`config.mk`:
```
export PLATFORM = sky130hd
export DESIGN_NAME = touch_gesture_classifier_top
export DESIGN_NICKNAME = d
export VERILOG_FILES = /design/src/sv/gtc_pkg.sv /design/src/sv/gtc_csr.sv /design/src/sv/gtc_core.sv /design/src/sv/gtc_rsp_fifo.sv /design/src/sv/touch_gesture_classifier_top.sv
export SDC_FILE = /design/constraint.sdc
export NUM_CORES = 2
export LEC_CHECK = 0
export ABC_AREA = 1
export BUFFER_PORTS_ARGS = -buffer_cell sky130_fd_sc_hd__buf_2
export CELL_PAD_IN_SITES_DETAIL_PLACEMENT = 0
export CELL_PAD_IN_SITES_GLOBAL_PLACEMENT = 2
export CORE_MARGIN = 2
export CORE_UTILIZATION = 39
export CTS_CLUSTER_DIAMETER = 30
export DETAILED_ROUTE_END_ITERATION = 10
export GPL_TIMING_DRIVEN = 0
export PLACE_DENSITY_LB_ADDON = 0.1
export SETUP_SLACK_MARGIN = 0.05
export SKIP_CTS_REPAIR_TIMING = 1
export SYNTH_ARGS = -nofsm -noshare
export SYNTH_HDL_FRONTEND = slang
export SYNTH_SLANG_ARGS = --single-unit
```
`constraint.sdc`:
```
create_clock -name clock -period 13.57 [get_ports clock]
set_clock_uncertainty 0.05 [all_clocks]
set_input_delay 0 -clock clock [delete_from_list [all_inputs] [get_ports clock]]
set_output_delay 0 -clock clock [all_outputs]
set_load 0.02 [all_outputs]
```
`src/sv/gtc_pkg.sv`:
```
// Shared constants, codes and types of the touch gesture classifier.
package gtc_pkg;

   localparam int COORD_BITS = 12;
   localparam int SQ_BITS = 2 * COORD_BITS;
   localparam int SIZE_BITS = 13;
   localparam int DIST_BITS = 12;
   localparam int DIST_SQ_BITS = 2 * DIST_BITS;
   localparam int TIME_BITS = 16;
   localparam int CMP_BITS = (SQ_BITS + 3 > DIST_SQ_BITS + 1) ? SQ_BITS + 3 : DIST_SQ_BITS + 1;

   localparam int REQ_DATA_BITS = ((2 * COORD_BITS + 7) / 8) * 8;
   localparam int RSP_DATA_BITS = ((4 * COORD_BITS + 3 + 7) / 8) * 8;

   localparam int CSR_INDEX_BITS = 3;
   localparam int CSR_DATA_BITS = 16;

   localparam logic [CSR_INDEX_BITS-1:0] CSR_SCREEN_WIDTH = 3'd0;
   localparam logic [CSR_INDEX_BITS-1:0] CSR_SCREEN_HEIGHT = 3'd1;
   localparam logic [CSR_INDEX_BITS-1:0] CSR_SWIPE_MIN_DIST = 3'd2;
   localparam logic [CSR_INDEX_BITS-1:0] CSR_DRAG_MIN_DIST = 3'd3;
   localparam logic [CSR_INDEX_BITS-1:0] CSR_LONG_PRESS_MS = 3'd4;

   localparam logic [SIZE_BITS-1:0] SCREEN_WIDTH_RESET = 13'd240;
   localparam logic [SIZE_BITS-1:0] SCREEN_HEIGHT_RESET = 13'd240;
   localparam logic [DIST_BITS-1:0] SWIPE_MIN_RESET = 12'd80;
   localparam logic [DIST_BITS-1:0] DRAG_MIN_RESET = 12'd10;
   localparam logic [TIME_BITS-1:0] LONG_PRESS_RESET = 16'd400;
   localparam logic [DIST_SQ_BITS-1:0] SWIPE_SQ_RESET = 24'd6400;
   localparam logic [DIST_SQ_BITS-1:0] DRAG_SQ_RESET = 24'd100;

   typedef logic [CMP_BITS-1:0] cmp_type;
   typedef logic [RSP_DATA_BITS-1:0] rsp_data_type;

   typedef enum logic [1:0] {
      REQ_DOWN = 2'd0,
      REQ_MOVE = 2'd1,
      REQ_UP   = 2'd2,
      REQ_TICK = 2'd3
   } req_kind_type;

   typedef enum logic [2:0] {
      EV_DOWN    = 3'd0,
      EV_LONG    = 3'd1,
      EV_CANCEL  = 3'd2,
      EV_MOVING  = 3'd3,
      EV_RELEASE = 3'd4,
      EV_TAP     = 3'd5
   } event_kind_type;

   typedef enum logic [2:0] {
      DIR_NONE  = 3'd0,
      DIR_LEFT  = 3'd1,
      DIR_RIGHT = 3'd2,
      DIR_UP    = 3'd3,
      DIR_DOWN  = 3'd4
   } swipe_dir_type;

   typedef struct packed {
      logic [SIZE_BITS-1:0]    screen_width;
      logic [SIZE_BITS-1:0]    screen_height;
      logic [DIST_SQ_BITS-1:0] swipe_sq;
      logic [DIST_SQ_BITS-1:0] drag_sq;
      logic [TIME_BITS-1:0]    long_press;
   } cfg_type;

   typedef struct packed {
      event_kind_type        kind;
      logic [COORD_BITS-1:0] from_x;
      logic [COORD_BITS-1:0] from_y;
      logic [COORD_BITS-1:0] to_x;
      logic [COORD_BITS-1:0] to_y;
      swipe_dir_type         dir;
      logic                  last;
   } result_type;

   typedef struct packed {
      logic [1:0] count;
      result_type first;
      result_type second;
   } push_type;

endpackage

```
`src/sv/gtc_csr.sv`:
```
// Configuration registers of the gesture classifier, with registered squared distances.
module gtc_csr (
   input  logic                                clock,
   input  logic                                reset,
   input  logic                                csr_valid,
   output logic                                csr_ready,
   input  logic [gtc_pkg::CSR_INDEX_BITS-1:0]  csr_index,
   input  logic [gtc_pkg::CSR_DATA_BITS-1:0]   csr_data,
   output gtc_pkg::cfg_type                    cfg
);

   logic [gtc_pkg::SIZE_BITS-1:0]    width_ff, width_in;
   logic [gtc_pkg::SIZE_BITS-1:0]    height_ff, height_in;
   logic [gtc_pkg::DIST_BITS-1:0]    swipe_min_ff, swipe_min_in;
   logic [gtc_pkg::DIST_BITS-1:0]    drag_min_ff, drag_min_in;
   logic [gtc_pkg::TIME_BITS-1:0]    long_press_ff, long_press_in;
   logic [gtc_pkg::DIST_SQ_BITS-1:0] swipe_sq_ff, swipe_sq_in;
   logic [gtc_pkg::DIST_SQ_BITS-1:0] drag_sq_ff, drag_sq_in;
   logic                             write;

   assign csr_ready = 1'b1;
   assign write = csr_valid & csr_ready;

   always_comb begin
      width_in = width_ff;
      height_in = height_ff;
      swipe_min_in = swipe_min_ff;
      drag_min_in = drag_min_ff;
      long_press_in = long_press_ff;
      if (write) begin
         case (csr_index)
            gtc_pkg::CSR_SCREEN_WIDTH: width_in = csr_data[gtc_pkg::SIZE_BITS-1:0];
            gtc_pkg::CSR_SCREEN_HEIGHT: height_in = csr_data[gtc_pkg::SIZE_BITS-1:0];
            gtc_pkg::CSR_SWIPE_MIN_DIST: swipe_min_in = csr_data[gtc_pkg::DIST_BITS-1:0];
            gtc_pkg::CSR_DRAG_MIN_DIST: drag_min_in = csr_data[gtc_pkg::DIST_BITS-1:0];
            gtc_pkg::CSR_LONG_PRESS_MS: long_press_in = csr_data[gtc_pkg::TIME_BITS-1:0];
            default: begin
            end
         endcase
      end
      swipe_sq_in = {{gtc_pkg::DIST_BITS{1'b0}}, swipe_min_in}
                    * {{gtc_pkg::DIST_BITS{1'b0}}, swipe_min_in};
      drag_sq_in = {{gtc_pkg::DIST_BITS{1'b0}}, drag_min_in}
                   * {{gtc_pkg::DIST_BITS{1'b0}}, drag_min_in};
   end

   always_ff @(posedge clock) begin
      if (reset) begin
         width_ff <= gtc_pkg::SCREEN_WIDTH_RESET;
         height_ff <= gtc_pkg::SCREEN_HEIGHT_RESET;
         swipe_min_ff <= gtc_pkg::SWIPE_MIN_RESET;
         drag_min_ff <= gtc_pkg::DRAG_MIN_RESET;
         long_press_ff <= gtc_pkg::LONG_PRESS_RESET;
         swipe_sq_ff <= gtc_pkg::SWIPE_SQ_RESET;
         drag_sq_ff <= gtc_pkg::DRAG_SQ_RESET;
      end else begin
         width_ff <= width_in;
         height_ff <= height_in;
         swipe_min_ff <= swipe_min_in;
         drag_min_ff <= drag_min_in;
         long_press_ff <= long_press_in;
         swipe_sq_ff <= swipe_sq_in;
         drag_sq_ff <= drag_sq_in;
      end
   end

   assign cfg.screen_width = width_ff;
   assign cfg.screen_height = height_ff;
   assign cfg.swipe_sq = swipe_sq_ff;
   assign cfg.drag_sq = drag_sq_ff;
   assign cfg.long_press = long_press_ff;

endmodule

```
`src/sv/gtc_core.sv`:
```
// Gesture state and the single-pass classification of one event beat.
module gtc_core (
   input  logic                               clock,
   input  logic                               reset,
   input  gtc_pkg::cfg_type                   cfg,
   input  logic                               req_tvalid,
   output logic                               req_tready,
   input  logic [1:0]                         req_tuser,
   input  logic [gtc_pkg::REQ_DATA_BITS-1:0]  req_tdata,
   input  logic                               room,
   output gtc_pkg::push_type                  push
);

   localparam int CB = gtc_pkg::COORD_BITS;

   logic [CB-1:0]                 start_x_ff, start_x_in, start_y_ff, start_y_in;
   logic [CB-1:0]                 last_x_ff, last_x_in, last_y_ff, last_y_in;
   logic                          dragging_ff, dragging_in;
   logic                          fired_ff, fired_in;
   logic                          armed_ff, armed_in;
   logic [gtc_pkg::TIME_BITS-1:0] count_ff, count_in;

   logic                          accept;
   gtc_pkg::req_kind_type         kind;
   logic [CB-1:0]                 px, py, cur_x, cur_y, dx, dy;
   logic                          on_screen, lt_x, lt_y, far_drag;
   logic [gtc_pkg::SQ_BITS-1:0]   dx2, dy2;
   gtc_pkg::cmp_type              travel;
   gtc_pkg::swipe_dir_type        dir;

   function automatic gtc_pkg::result_type make_result(
      input gtc_pkg::event_kind_type k,
      input logic [CB-1:0] fx,
      input logic [CB-1:0] fy,
      input logic [CB-1:0] tx,
      input logic [CB-1:0] ty,
      input gtc_pkg::swipe_dir_type d,
      input logic l
   );
      gtc_pkg::result_type r;
      r.kind = k;
      r.from_x = fx;
      r.from_y = fy;
      r.to_x = tx;
      r.to_y = ty;
      r.dir = d;
      r.last = l;
      return r;
   endfunction

   assign accept = req_tvalid & room;
   assign req_tready = room;
   assign kind = gtc_pkg::req_kind_type'(req_tuser);
   assign px = req_tdata[CB-1:0];
   assign py = req_tdata[2*CB-1:CB];
   assign on_screen = ({1'b0, px} < cfg.screen_width) && ({1'b0, py} < cfg.screen_height);

   // A move is judged on its new point, a release on the last stored point.
   assign cur_x = (kind == gtc_pkg::REQ_MOVE) ? px : last_x_ff;
   assign cur_y = (kind == gtc_pkg::REQ_MOVE) ? py : last_y_ff;
   assign lt_x = cur_x < start_x_ff;
   assign lt_y = cur_y < start_y_ff;
   assign dx = lt_x ? start_x_ff - cur_x : cur_x - start_x_ff;
   assign dy = lt_y ? start_y_ff - cur_y : cur_y - start_y_ff;
   assign dx2 = {{CB{1'b0}}, dx} * {{CB{1'b0}}, dx};
   assign dy2 = {{CB{1'b0}}, dy} * {{CB{1'b0}}, dy};
   assign travel = gtc_pkg::cmp_type'(dx2) + gtc_pkg::cmp_type'(dy2);
   assign far_drag = travel >= gtc_pkg::cmp_type'(cfg.drag_sq);

   always_comb begin
      if (travel < gtc_pkg::cmp_type'(cfg.swipe_sq)) begin
         dir = gtc_pkg::DIR_NONE;
      end else if (gtc_pkg::cmp_type'(dx2) > (gtc_pkg::cmp_type'(dy2) << 2)) begin
         dir = lt_x ? gtc_pkg::DIR_LEFT : gtc_pkg::DIR_RIGHT;
      end else if (gtc_pkg::cmp_type'(dy2) > (gtc_pkg::cmp_type'(dx2) << 2)) begin
         dir = lt_y ? gtc_pkg::DIR_UP : gtc_pkg::DIR_DOWN;
      end else begin
         dir = gtc_pkg::DIR_NONE;
      end
   end

   always_comb begin
      start_x_in = start_x_ff;
      start_y_in = start_y_ff;
      last_x_in = last_x_ff;
      last_y_in = last_y_ff;
      dragging_in = dragging_ff;
      fired_in = fired_ff;
      armed_in = armed_ff;
      count_in = count_ff;
      push.count = 2'd0;
      push.first = make_result(gtc_pkg::EV_TAP, start_x_ff, start_y_ff, last_x_ff, last_y_ff,
                               gtc_pkg::DIR_NONE, 1'b1);
      push.second = push.first;
      if (accept) begin
         case (kind)
            gtc_pkg::REQ_DOWN: begin
               if (on_screen) begin
                  start_x_in = px;
                  start_y_in = py;
                  last_x_in = px;
                  last_y_in = py;
                  dragging_in = 1'b0;
                  fired_in = 1'b0;
                  armed_in = 1'b1;
                  count_in = cfg.long_press;
                  push.count = 2'd1;
                  push.first = make_result(gtc_pkg::EV_DOWN, px, py, px, py,
                                           gtc_pkg::DIR_NONE, 1'b1);
               end
            end
            gtc_pkg::REQ_MOVE: begin
               if (on_screen) begin
                  last_x_in = px;
                  last_y_in = py;
                  if (far_drag && !dragging_ff) begin
                     armed_in = 1'b0;
                     fired_in = 1'b0;
                     dragging_in = 1'b1;
                     push.count = 2'd2;
                     push.first = make_result(gtc_pkg::EV_CANCEL, start_x_ff, start_y_ff,
                                              px, py, gtc_pkg::DIR_NONE, 1'b0);
                     push.second = make_result(gtc_pkg::EV_MOVING, start_x_ff, start_y_ff,
                                               px, py, dir, 1'b1);
                  end else if (dragging_ff) begin
                     push.count = 2'd1;
                     push.first = make_result(gtc_pkg::EV_MOVING, start_x_ff, start_y_ff,
                                              px, py, dir, 1'b1);
                  end
               end
            end
            gtc_pkg::REQ_UP: begin
               armed_in = 1'b0;
               if (fired_ff) begin
                  fired_in = 1'b0;
               end else if (far_drag) begin
                  push.count = 2'd1;
                  push.first = make_result(gtc_pkg::EV_RELEASE, start_x_ff, start_y_ff,
                                           last_x_ff, last_y_ff, dir, 1'b1);
               end else if (dragging_ff) begin
                  push.count = 2'd1;
                  push.first = make_result(gtc_pkg::EV_CANCEL, start_x_ff, start_y_ff,
                                           last_x_ff, last_y_ff, gtc_pkg::DIR_NONE, 1'b1);
               end else begin
                  push.count = 2'd1;
               end
            end
            gtc_pkg::REQ_TICK: begin
               if (armed_ff) begin
                  if (count_ff <= gtc_pkg::TIME_BITS'(1)) begin
                     count_in = '0;
                     armed_in = 1'b0;
                     fired_in = 1'b1;
                     push.count = 2'd1;
                     push.first = make_result(gtc_pkg::EV_LONG, start_x_ff, start_y_ff,
                                              last_x_ff, last_y_ff, gtc_pkg::DIR_NONE, 1'b1);
                  end else begin
                     count_in = count_ff - 1'b1;
                  end
               end
            end
            default: begin
            end
         endcase
      end
   end

   always_ff @(posedge clock) begin
      if (reset) begin
         start_x_ff <= '0;
         start_y_ff <= '0;
         last_x_ff <= '0;
         last_y_ff <= '0;
         dragging_ff <= 1'b0;
         fired_ff <= 1'b0;
         armed_ff <= 1'b0;
         count_ff <= '0;
      end else begin
         start_x_ff <= start_x_in;
         start_y_ff <= start_y_in;
         last_x_ff <= last_x_in;
         last_y_ff <= last_y_in;
         dragging_ff <= dragging_in;
         fired_ff <= fired_in;
         armed_ff <= armed_in;
         count_ff <= count_in;
      end
   end

   a_armed_fired_exclusive: assert property (@(posedge clock) disable iff (reset)
      !(armed_ff && fired_ff))
      else $error("long press armed and fired together");

   a_drag_disarms: assert property (@(posedge clock) disable iff (reset)
      dragging_ff |-> !armed_ff)
      else $error("long press still armed during a drag");

   a_pair_shape: assert property (@(posedge clock) disable iff (reset)
      (push.count == 2'd2) |-> (push.first.kind == gtc_pkg::EV_CANCEL
         && push.second.kind == gtc_pkg::EV_MOVING && !push.first.last && push.second.last))
      else $error("two results that are not cancel then moving");

endmodule

```
`src/sv/gtc_rsp_fifo.sv`:
```
// Three-entry result queue that takes up to two results a cycle and gives one a beat.
module gtc_rsp_fifo (
   input  logic                               clock,
   input  logic                               reset,
   input  gtc_pkg::push_type                  push,
   output logic                               room,
   output logic                               rsp_tvalid,
   input  logic                               rsp_tready,
   output logic [gtc_pkg::RSP_DATA_BITS-1:0]  rsp_tdata,
   output logic [2:0]                         rsp_tuser,
   output logic                               rsp_tlast
);

   localparam int DEPTH = 3;

   gtc_pkg::result_type mem_ff [DEPTH];
   gtc_pkg::result_type head;
   logic [1:0]          rd_ptr_ff, rd_ptr_in;
   logic [1:0]          wr_ptr_ff, wr_ptr_in;
   logic [1:0]          count_ff, count_in;
   logic [1:0]          wr_next;
   logic                pop;

   function automatic logic [1:0] ptr_inc(input logic [1:0] p);
      return (p == 2'(DEPTH - 1)) ? 2'd0 : p + 2'd1;
   endfunction

   assign pop = rsp_tvalid & rsp_tready;
   assign room = (count_ff <= 2'd1) || (count_ff == 2'd2 && pop);
   assign wr_next = ptr_inc(wr_ptr_ff);

   always_comb begin
      rd_ptr_in = pop ? ptr_inc(rd_ptr_ff) : rd_ptr_ff;
      case (push.count)
         2'd1: wr_ptr_in = wr_next;
         2'd2: wr_ptr_in = ptr_inc(wr_next);
         default: wr_ptr_in = wr_ptr_ff;
      endcase
      count_in = 2'(3'(count_ff) + 3'(push.count) - 3'(pop));
   end

   always_ff @(posedge clock) begin
      if (reset) begin
         rd_ptr_ff <= '0;
         wr_ptr_ff <= '0;
         count_ff <= '0;
      end else begin
         rd_ptr_ff <= rd_ptr_in;
         wr_ptr_ff <= wr_ptr_in;
         count_ff <= count_in;
      end
   end

   always_ff @(posedge clock) begin
      if (push.count != 2'd0) begin
         mem_ff[wr_ptr_ff] <= push.first;
      end
      if (push.count == 2'd2) begin
         mem_ff[wr_next] <= push.second;
      end
   end

   assign head = mem_ff[rd_ptr_ff];
   assign rsp_tvalid = count_ff != 2'd0;
   assign rsp_tdata = gtc_pkg::rsp_data_type'({head.dir, head.to_y, head.to_x,
                                                head.from_y, head.from_x});
   assign rsp_tuser = head.kind;
   assign rsp_tlast = head.last;

   a_no_overflow: assert property (@(posedge clock) disable iff (reset)
      (push.count != 2'd0) |-> (3'(count_ff) + 3'(push.count) <= 3'(DEPTH) + 3'(pop)))
      else $error("result queue overflow");

   a_drain: assert property (@(posedge clock) disable iff (reset)
      (pop && push.count == 2'd0) |=> (count_ff == $past(count_ff) - 2'd1))
      else $error("result queue count lost a beat");

endmodule

```
`src/sv/touch_gesture_classifier_top.sv`:
```
// Top level of the touch gesture classifier.
//
// Event beats arrive on the req channel: tuser holds the event type (down, move,
// up, millisecond tick) and tdata the touch point. Each accepted beat is
// classified in the cycle it is taken, against the gesture state, and its zero,
// one or two result beats enter a three-entry queue that drives the rsp channel.
// The first result of a beat is offered on rsp in the following cycle if the
// queue was empty; tlast marks the final result belonging to one event beat.
// One event beat is accepted per cycle while the queue has space for two more
// results, as it does while rsp drains one beat per cycle and no beat yields
// two results; a move that starts a drag yields two results, and if the queue
// already holds two results the extra beat makes req_tready fall until rsp
// drains it. When the receiver stalls, the queue fills and req_tready falls
// until space returns; nothing is dropped.
// Registers are written through the csr channel, which is always ready; a write
// takes effect for the event beat accepted in the following cycle. Write them
// only while no event beat is in flight.
// Reset clears the gesture state and the queue and restores register defaults.
module touch_gesture_classifier_top (
   input  logic                                clock,
   input  logic                                reset,
   input  logic                                req_tvalid,
   output logic                                req_tready,
   // Fields from bit 0: req_type.
   input  logic [1:0]                          req_tuser,
   // Fields from bit 0: pos_x, pos_y.
   input  logic [gtc_pkg::REQ_DATA_BITS-1:0]   req_tdata,
   output logic                                rsp_tvalid,
   input  logic                                rsp_tready,
   // Fields from bit 0: event_kind.
   output logic [2:0]                          rsp_tuser,
   // Fields from bit 0: from_x, from_y, to_x, to_y, swipe_dir, zero padding.
   output logic [gtc_pkg::RSP_DATA_BITS-1:0]   rsp_tdata,
   output logic                                rsp_tlast,
   input  logic                                csr_valid,
   output logic                                csr_ready,
   input  logic [gtc_pkg::CSR_INDEX_BITS-1:0]  csr_index,
   input  logic [gtc_pkg::CSR_DATA_BITS-1:0]   csr_data
);

   gtc_pkg::cfg_type  cfg;
   gtc_pkg::push_type push;
   logic              room;

   gtc_csr u_csr (
      .clock     (clock),
      .reset     (reset),
      .csr_valid (csr_valid),
      .csr_ready (csr_ready),
      .csr_index (csr_index),
      .csr_data  (csr_data),
      .cfg       (cfg)
   );

   gtc_core u_core (
      .clock      (clock),
      .reset      (reset),
      .cfg        (cfg),
      .req_tvalid (req_tvalid),
      .req_tready (req_tready),
      .req_tuser  (req_tuser),
      .req_tdata  (req_tdata),
      .room       (room),
      .push       (push)
   );

   gtc_rsp_fifo u_rsp_fifo (
      .clock      (clock),
      .reset      (reset),
      .push       (push),
      .room       (room),
      .rsp_tvalid (rsp_tvalid),
      .rsp_tready (rsp_tready),
      .rsp_tdata  (rsp_tdata),
      .rsp_tuser  (rsp_tuser),
      .rsp_tlast  (rsp_tlast)
   );

endmodule
```
==> impl_metrics.py <==
metrics = {
    "flow_run": {
        "maxCapViolations": 0,
    },
    "critical_path": {
        "worst_path_largest_cell_delay_ps": 620,
        "critical_path_class": "flip-flop to flip-flop",
        "critical_path.slowest_cell": "fa_1",
        "worstSetupStartpointType": "flip-flop",
        "arrival_ps": 12980,
        "endpoint_kind": "flip-flop",
        "critPathTopFamily": "adder cells",
        "r2r_slack_ps": 880,
        "cp.required_ps": 13850,
        "crit_buf_inv": 13,
        "crit_path_max_fanout": 11,
    },
    "finish": {
        "multi_input_area_um2": 25300,
        "seq_area_um2": 8600,
        "fillers": 9978,
        "fin_nets": 6103,
        "drive_above_1_share_pct": 7.82,
        "areaGrowthSynthToFinish_pct": 18.0,
        "diodes": 0,
    },
    "timing": {
        "rsz0062_at_grt": "false",
        "finalSetupViolations": 0,
        "min_period_ps": 12690,
        "hold_viol_final": 1,
        "holdWs_ps": -0.398,
        "maxSlewHeadroom_pct": 24.1,
        "finalMaxSlewViolations": 0,
        "fin_crit_sh_pct": 93.5,
        "setup_slack_ps": 879,
        "worst_pin_slew_ps": 1140,
        "fmax_mhz": 78.8,
    },
    "outcome": {
        "status": "finished, violations left",
        "violations": "hold timing",
    },
    "synth": {
        "ys_ff_latch": 350,
        "async_flop_share_pct": 0,
        "syn_avg_cell_area_um2": 7.51,
        "synth_edf_count": 159,
        "synth_ff_type": "dfxtp_1",
        "syn_inst": 5031,
        "yosysWarnings": 0,
        "synth_area_um2": 37800,
        "yosys.cell_types.count": 56,
        "ys_seq_area_share_pct": 22.8,
    },
    "clock_network": {
        "ctsHtreeMaxLevel": 3,
        "root_buffer": "clkbuf_16",
        "cts_buffers": 98,
        "worstSkewPairLatency_ps": 710,
        "cts_tree": "done",
        "clock_path_buffers": 3,
        "cts.clk_slew.worst_paths_ps": 50,
        "clkSinkCount": 350,
    },
    "detailed_routing": {
        "route.vias.total": 33700,
        "drtIter0Drc": 2189,
        "dr_wl_met2_um": 59800,
        "firstDrtPassIters": 6,
        "wl_um": 128000,
        "via_per_inst": 5.04,
        "m1WireLength_um": 59000,
        "wl_per_cell_um": 19.1,
        "met3WireLength_um": 6480,
        "highest_layer": "met4",
        "route.detailed.drc": 0,
        "ant_nets": 0,
    },
    "placed_design": {
        "numPortBuffers": 105,
        "dpl_worst_slack_ps": -2420,
        "routabilityCongestion": 0.908,
        "dp_hpwl_um": 104000,
    },
    "global_routing": {
        "grt_pass1_vias": 33600,
        "track_usage_pct": 25.7,
        "grt-ovfl-total": 0,
        "grt_pass1_wl_um": 196000,
        "grt_max_degree": 56,
        "antenna_found_initial": 1,
    },
    "floorplan": {
        "ioPinCount": 113,
        "fp.dieArea_um2": 99300,
        "initial_core_util_pct": 39.2,
        "dieWidth_um": 315,
        "fp.dieH_um": 315,
        "rows": 114,
        "core-area_um2": 96300,
    },
    "hold_path": {
        "hp-class": "input port to flip-flop",
    },
}
==> synth_stat cells, types with 3 or more instances <==
cell type | n | share of area, %
inv_2 | 8 | 0.080
buf_4 | 13 | 0.26
o21ai_0 | 246 | 3.3
buf_2 | 4 | 0.053
dfxtp_1 | 191 | 10
a21boi_0 | 5 | 0.099
a31oi_1 | 17 | 0.28
o31ai_1 | 4 | 0.080
ha_1 | 405 | 13
a211oi_1 | 9 | 0.18
a31o_2 | 4 | 0.093
o2111ai_1 | 9 | 0.21
inv_1 | 924 | 9.2
nand3_2 | 3 | 0.080
nand4_1 | 24 | 0.40
o22ai_1 | 80 | 1.3
or2_2 | 4 | 0.066
a21oi_1 | 430 | 5.7
edfxtp_1 | 159 | 13
nand3b_1 | 4 | 0.080
nor4_1 | 7 | 0.12
clkinv_1 | 8 | 0.080
o21ai_1 | 6 | 0.080
xnor2_1 | 24 | 0.56
nand2_1 | 1028 | 10
o21a_1 | 17 | 0.34
clkbuf_1 | 141 | 1.4
nand3_1 | 151 | 2.0
nand2_2 | 4 | 0.066
mux2i_1 | 7 | 0.19
o21bai_1 | 13 | 0.26
buf_1 | 15 | 0.15
nor2_2 | 3 | 0.050
o211ai_1 | 14 | 0.28
a21o_1 | 14 | 0.28
fa_1 | 324 | 17
o221ai_1 | 3 | 0.070
xor2_1 | 79 | 1.8
o21ai_2 | 24 | 0.56
nor2_1 | 530 | 5.3
a311oi_1 | 14 | 0.32
nor3_1 | 36 | 0.48
a221oi_1 | 5 | 0.12
or2_0 | 3 | 0.050
==> cell usage in the layout, fill, tap and decap left out, types with 17 or more instances in the layout <==
| master | n |
|---|---|
| a21oi_1 | 429 |
| a31oi_1 | 17 |
| buf_2 | 111 |
| buf_4 | 37 |
| clkbuf_1 | 140 |
| clkbuf_16 | 98 |
| clkinvlp_4 | 17 |
| dfxtp_1 | 191 |
| dlygate4sd3_1 | 52 |
| edfxtp_1 | 159 |
| fa_1 | 324 |
| ha_1 | 405 |
| inv_1 | 924 |
| nand2_1 | 1025 |
| nand3_1 | 151 |
| nand4_1 | 24 |
| nor2_1 | 526 |
| nor3_1 | 35 |
| o21a_1 | 17 |
| o21ai_0 | 240 |
| o21ai_2 | 26 |
| o22ai_1 | 80 |
| xnor2_1 | 23 |
| xor2_1 | 64 |
==> metal layers <==
layer  global-route usage, %  vias up
li1                        -    16700
met1                    35.3    16100
met2                    42.7      763
met3                    3.49      141
met4                    6.02        0
met5                       0        -
==> layout make-up <==
cell class	count	area share, %
buffer	174	1.67
clock buffer	111	5.66
clock inverter	72	2.22
inverter	940	7.95
multi-input combinational	3576	56.7
sequential	350	19.3
tap	1276	3.58
timing repair buffer	184	2.91
==> per-stage QoR <==
stage,area (um^2),cells,TNS [ps],util [%]
floorplan,37800,5035,0,-
global placement,39900,6416,-915400,41.4
detailed placement,39900,6416,-600120,41.5
CTS,43400,6599,-438930,45.1
global route,44600,6683,0,46.3
finish,44600,6683,0,46.3
==> flip-flops by register name (all words and copies together), names as in the netlist, 2 cells and up, named ones only <==
name	cells
u_rsp_fifo.mem_ff	165
u_csr.drag_sq_ff	23
u_csr.swipe_sq_ff	23
u_core.count_ff	16
u_csr.long_press_ff	16
u_csr.height_ff	13
u_csr.width_ff	13
u_core.last_x_ff	12
u_core.last_y_ff	12
u_core.start_x_ff	12
u_core.start_y_ff	12
u_csr.drag_min_ff	11
u_csr.swipe_min_ff	11
u_rsp_fifo.count_ff	2
u_rsp_fifo.rd_ptr_ff	2
u_rsp_fifo.wr_ptr_ff	2
==> final timing paths <==
| path | startpoint | to | depth (start not counted) |
|---|---|---|---|
| worst max-delay path | u_core.last_y_ff[1]$_SDFFE_PP0P_ | u_rsp_fifo.mem_ff[0][42]$_DFFE_PP_ | 57 |
| worst min-delay path | req_tuser[1] | u_core.armed_ff$_SDFFE_PP0P_ | 6 |
| worst max register to register | u_core.last_y_ff[1]$_SDFFE_PP0P_ | u_rsp_fifo.mem_ff[0][42]$_DFFE_PP_ | 57 |
| worst min register to register | u_csr.long_press_ff[15]$_SDFFE_PP0P_ | u_csr.long_press_ff[15]$_SDFFE_PP0P_ | 2 |
==> worst register-to-register path: cells and delay by family, from the launching register on <==
family	cells	cell delay, ps
AO/OA/AOI/OAI	10	2140
XOR/XNOR	3	970
adder cells (fa/ha/maj)	10	4210
buffers and inverters	13	2150
flip-flops	1	330
AND/OR/NAND/NOR	21	2530
==> kinds of logic (layout without fill, tap and decap cells) <==
family                   after synthesis  in the layout  share of synthesized area [%]
buffers and inverters               1114           1481                           11.2
adder cells (fa/ha/maj)              729            729                           30.6
XOR/XNOR                             105            105                           2.47
flip-flops                           350            350                           22.8
AO/OA/AOI/OAI                        920            920                           13.7
other                                  2              6                         0.0199
AND/OR/NAND/NOR                     1802           1807                           19.0
multiplexers                           9              9                          0.245
Power is not shown: default switching activity piles up to over one toggle a cycle in this logic, so the estimate is an artifact.
